<file path="src/hw/rtl/csvt_pkg.sv">
// Shared types and constants for the CSV field tokenizer.
package csvt_pkg;

  localparam int POS_W   = 32;
  localparam int MAX_RES = 3;
  localparam int QDEPTH  = 4;

  localparam logic [7:0] CH_COMMA = 8'h2C;
  localparam logic [7:0] CH_QUOTE = 8'h22;
  localparam logic [7:0] CH_NL    = 8'h0A;

  typedef enum logic [2:0] {
    K_BYTE = 3'd0,
    K_FEND = 3'd1,
    K_REND = 3'd2,
    K_IEND = 3'd3,
    K_ERR  = 3'd4
  } kind_t;

  typedef enum logic [1:0] {
    E_QUOTE_UNQUOTED = 2'd0,
    E_END_IN_QUOTES  = 2'd1,
    E_AFTER_QUOTE    = 2'd2
  } err_t;

  // Every result caused by one accepted byte or end mark.
  typedef struct packed {
    logic [1:0]                count;
    kind_t [MAX_RES-1:0]       kinds;
    logic [7:0]                data;
    err_t                      err;
    logic [POS_W-1:0]          pos;
  } res_bundle_t;

  typedef struct packed {
    logic empty;
    logic full;
  } q_stat_t;

endpackage

</file>
<file path="src/hw/rtl/csvt_lexer.sv">
// Front end: accepts bytes, runs the lexer state and builds result bundles.
module csvt_lexer
  import csvt_pkg::*;
#(
  parameter int OFFSET_BITS = 32
) (
  input  logic        clk,
  input  logic        rst_n,
  input  logic        accept,
  input  logic [7:0]  in_byte,
  input  logic        in_is_end,
  output logic        q_push,
  output res_bundle_t q_data
);

  typedef enum logic [2:0] {
    M_START    = 3'd0,
    M_FIELD    = 3'd1,
    M_QUOTED   = 3'd2,
    M_QSEEN    = 3'd3,
    M_AFTERQ   = 3'd4,
    M_ROWSTART = 3'd5,
    M_DONE     = 3'd6
  } mode_t;

  mode_t                  mode_r, mode_nxt;
  logic [OFFSET_BITS-1:0] offset_r, offset_nxt;
  logic [POS_W-1:0]       pos_sat;
  logic                   adv;

  generate
    if (OFFSET_BITS > POS_W) begin : g_sat
      assign pos_sat = (|offset_r[OFFSET_BITS-1:POS_W]) ? '1 : offset_r[POS_W-1:0];
    end else begin : g_ext
      assign pos_sat = POS_W'(offset_r);
    end
  endgenerate

  always_comb begin
    logic [1:0] cnt;
    logic       delim;
    logic       is_quote;
    logic       is_sep;
    cnt      = 2'd0;
    delim    = 1'b0;
    adv      = 1'b0;
    is_quote = (in_byte == CH_QUOTE);
    is_sep   = (in_byte == CH_COMMA) || (in_byte == CH_NL);
    mode_nxt = mode_r;
    q_data   = '0;
    q_data.data = in_byte;
    q_data.pos  = pos_sat;
    for (int i = 0; i < MAX_RES; i++) begin
      q_data.kinds[i] = K_BYTE;
    end

    case (mode_r)
      M_START, M_ROWSTART: begin
        if (in_is_end) begin
          if (mode_r != M_ROWSTART) begin
            q_data.kinds[cnt] = K_FEND;
            cnt = cnt + 2'd1;
          end
          q_data.kinds[cnt] = K_IEND;
          cnt = cnt + 2'd1;
          mode_nxt = M_DONE;
        end else begin
          adv = 1'b1;
          if (is_quote) begin
            mode_nxt = M_QUOTED;
          end else if (is_sep) begin
            delim = 1'b1;
          end else begin
            q_data.kinds[cnt] = K_BYTE;
            cnt = cnt + 2'd1;
            mode_nxt = M_FIELD;
          end
        end
      end
      M_FIELD: begin
        if (in_is_end) begin
          q_data.kinds[0] = K_FEND;
          q_data.kinds[1] = K_IEND;
          cnt = 2'd2;
          mode_nxt = M_DONE;
        end else begin
          adv = 1'b1;
          if (is_sep) begin
            delim = 1'b1;
          end else if (is_quote) begin
            q_data.kinds[0] = K_ERR;
            q_data.err = E_QUOTE_UNQUOTED;
            cnt = 2'd1;
          end else begin
            q_data.kinds[0] = K_BYTE;
            cnt = 2'd1;
          end
        end
      end
      M_QUOTED: begin
        if (in_is_end) begin
          q_data.kinds[0] = K_ERR;
          q_data.kinds[1] = K_FEND;
          q_data.kinds[2] = K_IEND;
          q_data.err = E_END_IN_QUOTES;
          cnt = 2'd3;
          mode_nxt = M_DONE;
        end else begin
          adv = 1'b1;
          if (is_quote) begin
            mode_nxt = M_QSEEN;
          end else begin
            q_data.kinds[0] = K_BYTE;
            cnt = 2'd1;
          end
        end
      end
      M_QSEEN, M_AFTERQ: begin
        if (in_is_end) begin
          q_data.kinds[0] = K_FEND;
          q_data.kinds[1] = K_IEND;
          cnt = 2'd2;
          mode_nxt = M_DONE;
        end else begin
          adv = 1'b1;
          if (mode_r == M_QSEEN && is_quote) begin
            // doubled quote: one literal quote
            q_data.kinds[0] = K_BYTE;
            cnt = 2'd1;
            mode_nxt = M_QUOTED;
          end else if (is_sep) begin
            delim = 1'b1;
          end else begin
            q_data.kinds[0] = K_ERR;
            q_data.err = E_AFTER_QUOTE;
            cnt = 2'd1;
            mode_nxt = M_AFTERQ;
          end
        end
      end
      default: begin
        // input has ended: report it again, hold the offset
        q_data.kinds[0] = K_IEND;
        cnt = 2'd1;
        mode_nxt = M_DONE;
      end
    endcase

    if (delim) begin
      q_data.kinds[cnt] = K_FEND;
      cnt = cnt + 2'd1;
      if (in_byte == CH_NL) begin
        q_data.kinds[cnt] = K_REND;
        cnt = cnt + 2'd1;
        mode_nxt = M_ROWSTART;
      end else begin
        mode_nxt = M_START;
      end
    end

    q_data.count = cnt;
  end

  assign q_push = accept && (q_data.count != 2'd0);

  always_comb begin
    offset_nxt = offset_r;
    if (accept && adv && (offset_r != '1)) begin
      offset_nxt = offset_r + OFFSET_BITS'(1);
    end
  end

  always_ff @(posedge clk) begin
    if (!rst_n) begin
      mode_r   <= M_START;
      offset_r <= '0;
    end else begin
      if (accept) begin
        mode_r <= mode_nxt;
      end
      offset_r <= offset_nxt;
    end
  end

endmodule

</file>
<file path="src/hw/rtl/csvt_queue.sv">
// Short queue of result bundles between the lexer and the emitter.
module csvt_queue
  import csvt_pkg::*;
(
  input  logic        clk,
  input  logic        rst_n,
  input  logic        push,
  input  res_bundle_t wr_data,
  input  logic        pop,
  output res_bundle_t rd_data,
  output q_stat_t     stat
);

  localparam int PTR_W = $clog2(QDEPTH);
  localparam int CNT_W = $clog2(QDEPTH + 1);

  res_bundle_t        slots_r [QDEPTH];
  logic [PTR_W-1:0]   wr_ptr_r, rd_ptr_r;
  logic [CNT_W-1:0]   count_r;
  logic               do_push, do_pop;

  assign stat.empty = (count_r == '0);
  assign stat.full  = (count_r == CNT_W'(QDEPTH));
  assign do_push    = push && !stat.full;
  assign do_pop     = pop && !stat.empty;
  assign rd_data    = slots_r[rd_ptr_r];

  always_ff @(posedge clk) begin
    if (do_push) begin
      slots_r[wr_ptr_r] <= wr_data;
    end
  end

  always_ff @(posedge clk) begin
    if (!rst_n) begin
      wr_ptr_r <= '0;
      rd_ptr_r <= '0;
      count_r  <= '0;
    end else begin
      if (do_push) begin
        wr_ptr_r <= (wr_ptr_r == PTR_W'(QDEPTH - 1)) ? '0 : wr_ptr_r + PTR_W'(1);
      end
      if (do_pop) begin
        rd_ptr_r <= (rd_ptr_r == PTR_W'(QDEPTH - 1)) ? '0 : rd_ptr_r + PTR_W'(1);
      end
      if (do_push && !do_pop) begin
        count_r <= count_r + CNT_W'(1);
      end else if (do_pop && !do_push) begin
        count_r <= count_r - CNT_W'(1);
      end
    end
  end

endmodule

</file>
<file path="src/hw/rtl/csvt_emitter.sv">
// Back end: steps through the results of the oldest bundle, one per transaction.
module csvt_emitter
  import csvt_pkg::*;
(
  input  logic               clk,
  input  logic               rst_n,
  input  res_bundle_t        head,
  input  q_stat_t            stat,
  input  logic               out_pop,
  output logic               q_pop,
  output logic               out_empty,
  output logic [2:0]         out_kind,
  output logic [7:0]         out_data_byte,
  output logic [1:0]         out_error_code,
  output logic [POS_W-1:0]   out_position,
  output logic               out_last
);

  logic [1:0] idx_r, idx_nxt;
  kind_t      cur_kind;
  logic       taken;

  assign cur_kind       = head.kinds[idx_r];
  assign out_empty      = stat.empty;
  assign out_kind       = cur_kind;
  assign out_data_byte  = (cur_kind == K_BYTE) ? head.data : 8'd0;
  assign out_error_code = (cur_kind == K_ERR) ? head.err : 2'd0;
  assign out_position   = head.pos;
  assign out_last       = (idx_r == head.count - 2'd1);

  assign taken = out_pop && !stat.empty;
  assign q_pop = taken && out_last;

  always_comb begin
    idx_nxt = idx_r;
    if (taken) begin
      idx_nxt = out_last ? 2'd0 : idx_r + 2'd1;
    end
  end

  always_ff @(posedge clk) begin
    if (!rst_n) begin
      idx_r <= 2'd0;
    end else begin
      idx_r <= idx_nxt;
    end
  end

endmodule

</file>
<file path="src/hw/rtl/csv_field_tokenizer.sv">
// Top level of the CSV field tokenizer: lexer, bundle queue and emitter.
//
//   channel  direction  handshake       payload
//   in_      in         in_push/in_full in_byte, in_is_end
//   out_     out        out_pop/out_empty out_kind, out_data_byte, out_error_code,
//                                      out_position, out_last
//
// One byte or end mark is taken per cycle while the queue has room; the lexer
// state updates in that same cycle. The emitter hands out one result per transaction,
// so items with two or three results (field end with row end, end of input)
// take that many output transactions, absorbed by the four-entry bundle queue.
// Items that cause no result (an opening quote, the first of a quote pair)
// never enter the queue. Reset is synchronous and empties the queue.
module csv_field_tokenizer
  import csvt_pkg::*;
#(
  parameter int OFFSET_BITS = 32
) (
  input  logic               clk,
  input  logic               rst_n,
  input  logic               in_push,
  output logic               in_full,
  input  logic [7:0]         in_byte,
  input  logic               in_is_end,
  output logic               out_empty,
  input  logic               out_pop,
  output logic [2:0]         out_kind,
  output logic [7:0]         out_data_byte,
  output logic [1:0]         out_error_code,
  output logic [POS_W-1:0]   out_position,
  output logic               out_last
);

  res_bundle_t wr_bundle, head;
  q_stat_t     stat;
  logic        accept, q_push, q_pop;

  assign in_full = stat.full;
  assign accept  = in_push && !stat.full;

  csvt_lexer #(
    .OFFSET_BITS (OFFSET_BITS)
  ) u_lexer (
    .clk       (clk),
    .rst_n     (rst_n),
    .accept    (accept),
    .in_byte   (in_byte),
    .in_is_end (in_is_end),
    .q_push    (q_push),
    .q_data    (wr_bundle)
  );

  csvt_queue u_queue (
    .clk     (clk),
    .rst_n   (rst_n),
    .push    (q_push),
    .wr_data (wr_bundle),
    .pop     (q_pop),
    .rd_data (head),
    .stat    (stat)
  );

  csvt_emitter u_emitter (
    .clk            (clk),
    .rst_n          (rst_n),
    .head           (head),
    .stat           (stat),
    .out_pop        (out_pop),
    .q_pop          (q_pop),
    .out_empty      (out_empty),
    .out_kind       (out_kind),
    .out_data_byte  (out_data_byte),
    .out_error_code (out_error_code),
    .out_position   (out_position),
    .out_last       (out_last)
  );

endmodule

</file>
<file path="config.mk">
export PLATFORM = sky130hd
export DESIGN_NAME = csv_field_tokenizer
export DESIGN_NICKNAME = d
export VERILOG_FILES = /design/src/hw/rtl/csvt_pkg.sv /design/src/hw/rtl/csvt_lexer.sv /design/src/hw/rtl/csvt_queue.sv /design/src/hw/rtl/csvt_emitter.sv /design/src/hw/rtl/csv_field_tokenizer.sv
export SDC_FILE = /design/constraint.sdc
export NUM_CORES = 1
export LEC_CHECK = 0
export BUFFER_PORTS_ARGS = -buffer_cell sky130_fd_sc_hd__buf_2
export CAP_MARGIN = 20
export CORE_MARGIN = 2
export CORE_UTILIZATION = 50
export CTS_BUF_LIST = sky130_fd_sc_hd__clkbuf_8
export CTS_CLUSTER_SIZE = 10
export DETAILED_ROUTE_END_ITERATION = 16
export PLACE_DENSITY = 0.71
export RECOVER_POWER = 100
export REMOVE_ABC_BUFFERS = 1
export SETUP_SLACK_MARGIN = 0.2
export SLEW_MARGIN = 40
export SYNTH_ARGS = -nofsm -noshare
export SYNTH_HDL_FRONTEND = slang
export SYNTH_SLANG_ARGS = --single-unit
</file>
<file path="constraint.sdc">
create_clock -name clk -period 7.15 [get_ports clk]
set_input_delay 1.0725 -clock clk [delete_from_list [all_inputs] [get_ports clk]]
set_output_delay 1.0725 -clock clk [all_outputs]
set_load 0.05 [all_outputs]
</file>
==> impl_metrics.yaml, run 1 <==
global_route:
  grt-busiest-layer: "met2"
  grt_pass1_wl_um: 33600
  gr-usage-met3_pct: 3.68
  grt_max_degree: 52
  gr-total-overflow: 0
  grt_antenna_before_repair: 0
  use_met2_pct: 34.2
  grt_usage_pct: 19.6
  grt_pass1_vias: 6304
  grtUsageMet1_pct: 24.9
worst_setup_path:
  rr_startpoint: "u_lexer.mode_r[1]"
  critical_path_class: "in2reg"
  ff2ff_path_depth: 12
  worstPathMaxFanout: 37
  worstPathArrival_ns: 5.72
  timing.reg2reg.setup_slack_ns: 2.25
  cp-start-kind: "primary input"
  endpoint_kind: "flip-flop"
  r2r-end: "u_queue.slots_r[0][9]"
  required_ns: 7.31
routing:
  first_pass_iters: 5
  drt-initial-drc-count: 401
  drt_wl_total_um: 21200
  num_vias: 6068
  vias_per_cell: 5.82
  avgRoutedWirePerCell_um: 20.4
  drc: 0
  drtAntennaViolNets: 0
layout:
  layout.nets: 765
  num-fill-cells: 1622
  area_delta_synth_final_pct: 12.4
  final_layout_size_suffix_gt1_share_pct: 17.2
  antenna_cells: 0
  stdcell_count: 1042
flow_run:
  cap_violations: 2
placed_design:
  dpl.hpwl_um: 13400
  dp_cells: 968
  gp_congestion: 0.886
  io_buffer_count: 60
synth:
  yosys-top-cells-area: "edfxtp_1, mux4_2, dfxtp_1, a21oi_1, nand2_1"
  seq_area_frac_synth_pct: 67.6
  yosysMostFrequentCell: "edfxtp_1"
  synthDominantCellAreaShare_pct: 58.7
  synthTopCellsByCount: "edfxtp_1, mux4_2, dfxtp_1, nand2_1, a21oi_1"
  synth_edf_count: 204
  syn_inst: 660
  post-synth-top-area-cell: "edfxtp_1"
  async_flop_share_pct: 0
  ys_types: 64
  ys.flop_type: "edfxtp_1"
  synth-seq-cells: 250
  avgSynthCellArea_um2: 15.8
  ys_warn_count: 0
  synth_area_mm2: 0.0104
floorplan:
  die_y_um: 148
  pin_count: 61
  dieArea_mm2: 0.0220
  initial_utilization_pct: 51.2
  core_area_mm2: 0.0204
  placementRows: 52
  die_x_um: 148
sta:
  finalSetupViolCount: 0
  finalCritPeriodShare_pct: 77.8
  fin_worst_skew_ns: 0.0183
  fin_crit_ns: 5.56
  rsz0062_at_grt: "false"
  tightestPinTransition_ns: 2.02
  hold_violations: 0
  fin_tns_setup_ns: 0
  slew_viol_final: 40
  slew-limit-headroom_pct: -35.7
  clock.fmax_mhz: 180
cts:
  postCtsHoldBufs: 0
  cts_tree: "built"
  clock_path_buffers: 3
  cts.sinks: 250
  cts_resized: 0
  ctsHtreeMaxLevel: 2
  clkTransAtPathRegs_ns: 0.07
  numCtsBuffers: 40
  clock_latency_ns: 0.54
  cts_root_buf: "clkbuf_8"
  post_cts_buffers: 0
run_status:
  status: "complete, but fails checks"
  violations: "max-capacitance violations, max-slew violations"
pwr:
  ir_drop_mv: 0.199
  p_leak_nw: 3.74
  p_per_area_mw_per_mm2: 358
min_path:
  hp-start: "u_queue.rd_ptr_r[0]"
  whs_path_depth: 2
  min_path_type: "reg2reg"
routing by layer:
| layer | part of all wire (%) | routed length, um | vias up |
|---|---|---|---|
| met5 | 0 | 0 | - |
| met4 | 2.0 | 422 | 0 |
| met3 | 5.1 | 1080 | 31 |
| met2 | 51 | 10900 | 182 |
| met1 | 42 | 8850 | 3047 |
| li1 | - | - | 2808 |
sequential cells by signal, indices dropped and copies added (netlist names), named ones only:
name / flops
u_emitter.idx_r: 2
u_lexer.mode_r: 3
u_lexer.offset_r: 32
u_queue.count_r: 3
u_queue.rd_ptr_r: 2
u_queue.slots_r: 204
u_queue.wr_ptr_r: 2
worst max-delay path, stage by stage:
cell	delay [ns]
clkbuf_1	0.13
nor4_1	0.71
o211ai_1	0.34
a21boi_0	0.32
a21o_1	0.19
ha_1	0.24
nor2_1	0.06
a221oi_1	0.29
a21oi_1	0.12
o22ai_1	0.55
and2_0	1.01
buf_4	0.63
cell families (layout without fill, tap and decap cells):
group / count (synthesis) / after routing / synth area share [%]
AOI/OAI and AO/OA: 103 / 103 / 6.48
DFF: 250 / 250 / 67.6
and+or+nand+nor: 172 / 172 / 9.32
buffers and inverters: 49 / 161 / 2.10
xor gates and xnor gates: 9 / 9 / 0.756
adders and majority gates: 13 / 13 / 1.61
muxes: 64 / 64 / 12.2
where the power goes:
| part | internal [mW] | leakage, nW | switching (mW) | total, mW |
|---|---|---|---|---|
| combinational | 0.309 | 1.05 | 0.780 | 1.09 |
| sequential | 1.79 | 2.20 | 0.0865 | 1.88 |
| clock | 0.692 | 0.488 | 0.540 | 1.23 |
| total | 2.79 | 3.74 | 1.41 | 4.20 |
how the worst max path moves through the flow:
stage,startpoint,to,slack (ns),cells after the start
global placement,in_byte[0],u_queue.slots_r[0][11],2.03,12
CTS,in_byte[0],u_queue.slots_r[0][9],2.39,12
global route,in_byte[4],u_queue.slots_r[0][2],1.01,12
finish,in_byte[0],u_queue.slots_r[0][9],1.59,12
floorplan,flip-flop,out_error_code[0],0.98,5
detailed placement,in_byte[0],u_queue.slots_r[0][11],1.84,12
final cells by class:
type | instances | area, um^2 | share of cell area [%]
clock buffers | 52 | 716 | 6.11
inverters | 19 | 71.3 | 0.609
well taps | 270 | 338 | 2.88
repair buffers | 68 | 303 | 2.58
multi-input cells | 361 | 3120 | 26.6
clock inverters | 22 | 124 | 1.06
flip-flops and latches | 250 | 7050 | 60.2
cells in the final DEF, fill, tap and decap left out, types with 3 or more instances in the layout:
cell       count
clkinv_2       8
mux4_2        50
inv_1         31
o21a_1         3
clkbuf_8      52
nor4_1         7
nor2_1        20
clkbuf_1      54
or4_1         14
nor3_1         9
a21o_1         5
and4_1         3
nand2b_1      10
and3_1         9
o31ai_1       15
buf_2          7
nand3_1       18
xnor2_1        6
buf_4          6
nand2_1       42
ha_1          11
or3_1         11
a21oi_1       34
a2111oi_0      3
a31oi_1        4
edfxtp_1     204
nand4_1        9
nor3b_1        4
xor2_1         3
mux2i_1       13
o22ai_1        3
and2_0         4
dfxtp_1       45
a21boi_0       3
o21ai_0       18
stage by stage:
| step | hold WS [ns] | util, % | setup slack, ns | area [um^2] | power [mW] |
|---|---|---|---|---|---|
| finish | 0.511 | 57.5 | 1.59 | 11700 | 4.20 |
| global route | 0.533 | 57.5 | 1.01 | 11700 | 4.38 |
| CTS | 0.500 | 58.2 | 2.39 | 11900 | 4.28 |
| detailed placement | 0.488 | 54.1 | 1.84 | 11000 | 3.05 |
| global placement | 0.467 | 53.9 | 2.03 | 11000 | 2.99 |
| floorplan | 0.463 | - | 0.981 | 10300 | 2.74 |
Note: power is estimated with default switching activity, not from simulation.
==> run 2, diff against run 1 <==
ABC_AREA = 1   (was not set)
PLACE_DENSITY = 0.73   (was 0.71)
clock period = 5.1 ns   (was 7.15 ns; I/O delays follow)
==> impl_metrics.yaml, run 2 <==
synth:
  yosys-top-cells-area: "edfxtp_1, dfxtp_1, nor2_1, o21ai_0, nand2_1"
  ys.flop_type: "edfxtp_1"
  avgSynthCellArea_um2: 10.5
  synthTopCellsByCount: "edfxtp_1, nor2_1, nand2_1, o21ai_0, inv_1"
  seq_area_frac_synth_pct: 65.3
  yosysMostFrequentCell: "edfxtp_1"
  ys_warn_count: 0
  synth_edf_count: 204
  synth_area_mm2: 0.0108
  syn_inst: 1023
  ys_types: 42
  synth-seq-cells: 250
  post-synth-top-area-cell: "edfxtp_1"
  synthDominantCellAreaShare_pct: 56.8
  async_flop_share_pct: 0
pwr:
  ir_drop_mv: 0.197
  finalPower_mw: 6.13
  p_per_area_mw_per_mm2: 509
  p_leak_nw: 4.22
cts:
  clock_latency_ns: 0.55
  post_cts_buffers: 0
  postCtsHoldBufs: 0
  ctsHtreeMaxLevel: 2
  clock_path_buffers: 3
  cts_root_buf: "clkbuf_8"
  cts.sinks: 250
  numCtsBuffers: 40
  cts_tree: "built"
  clkTransAtPathRegs_ns: 0.05
  cts_resized: 0
global_route:
  use_met2_pct: 33.0
  gr-total-overflow: 0
  grt-busiest-layer: "met2"
  gr-usage-met3_pct: 4.16
  grtUsageMet1_pct: 28.0
  grt_pass1_wl_um: 36500
  grt_max_degree: 103
  grt_usage_pct: 20.5
  grt_pass1_vias: 7180
  grt_antenna_before_repair: 0
worst_setup_path:
  worstPathArrival_ns: 3.48
  required_ns: 4.34
  timing.reg2reg.setup_slack_ns: 1.50
  ff2ff_path_depth: 21
  cp-start-kind: "flip-flop"
  endpoint_kind: "output pin"
  critical_path_class: "reg2out"
  worstPathMaxFanout: 67
layout:
  seqCellArea_mm2: 0.00705
  area_delta_synth_final_pct: 11.7
  reg.largest.list: "u_queue.slots_r x204, u_lexer.offset_r x32"
  final_layout_size_suffix_gt1_share_pct: 8.19
  layout_common_cells: "edfxtp_1, nor2_1, nand2_1, o21ai_0, inv_1"
  num-fill-cells: 1815
  regMostFlops: "u_queue.slots_r"
  stdcell_count: 1399
  final_util_pct: 57.1
  final_common_cell: "edfxtp_1"
  layout.nets: 1117
  design_area_mm2: 0.0121
  largest_reg_flops: 204
  antenna_cells: 0
  multiInputGateArea_mm2: 0.00328
placed_design:
  io_buffer_count: 60
  gp_congestion: 0.911
  place_area_mm2: 0.0114
  dpl.hpwl_um: 13900
  dp_cells: 1325
  pre_cts_slack_ns: 1.01
sta:
  finalCritPeriodShare_pct: 83.2
  hold_ws_ns: 0.498
  slew_viol_final: 0
  fin_crit_ns: 4.24
  rsz0062_at_grt: "false"
  fin_tns_setup_ns: 0
  tightestPinTransition_ns: 1.46
  setup_ws_ns: 0.858
  slew-limit-headroom_pct: 2.40
  fin_worst_skew_ns: 0.0310
  hold_violations: 0
  finalSetupViolCount: 0
  clock.fmax_mhz: 236
floorplan:
  initial_utilization_pct: 51.2
  pin_count: 61
  core_area_mm2: 0.0211
  die_x_um: 151
  placementRows: 53
  die_y_um: 151
  dieArea_mm2: 0.0228
routing:
  vias_per_cell: 5.43
  drtAntennaViolNets: 0
  num_vias: 7603
  drt_wl_total_um: 22800
  drt-initial-drc-count: 561
  first_pass_iters: 6
  avgRoutedWirePerCell_um: 16.3
  drc: 0
flow_run:
  cap_violations: 0
min_path:
  whs_path_depth: 2
  min_path_type: "reg2reg"
run_status:
  status: "finished clean"
run 2: critical path: stages (launching register included):
cell	delay [ns]
dfxtp_1	0.34
inv_4	0.49
clkbuf_1	1.13
o21ai_0	0.20
o22ai_1	0.26
clkbuf_1	0.50
run 2: layer usage:
layer | share of wire [%] | vias up | routed length [um]
li1 | - | 3708 | -
met4 | 2.0 | 0 | 464
met1 | 46 | 3610 | 10400
met3 | 5.9 | 50 | 1340
met2 | 46 | 235 | 10600
met5 | 0 | - | 0
run 2: cell type report:
class                      instances  share of cell area, %
tap                              275                   2.86
clock buffer                      45                   5.14
clock inverter                    29                   1.46
timing repair buffer              71                   2.87
multi-input combinational        665                   27.2
sequential                       250                   58.5
inverter                          64                   2.01
run 2: final timing paths:
check                      startpoint                   to
setup / recovery            flip-flop     out_position[16]
hold / removal    u_queue.rd_ptr_r[1]  u_queue.rd_ptr_r[1]
setup reg to reg    u_lexer.mode_r[0]   u_queue.count_r[1]
hold reg to reg   u_queue.rd_ptr_r[1]  u_queue.rd_ptr_r[1]
run 2: cells by family (layout without fill, tap and decap cells):
group | after synthesis | in the layout | synth area share (%)
AOI/OAI and AO/OA | 227 | 227 | 11.4
and+or+nand+nor | 403 | 403 | 15.7
adders and majority gates | 12 | 12 | 1.46
buffers and inverters | 108 | 209 | 4.27
xor gates and xnor gates | 23 | 23 | 1.87
DFF | 250 | 250 | 65.3
run 2: power breakdown:
group / leakage, nW / internal (mW) / switching (mW)
Sequential: 2.22 / 2.52 / 0.0882
Clock: 0.466 / 0.915 / 0.754
Combinational: 1.53 / 0.372 / 1.48
Total: 4.22 / 3.80 / 2.33
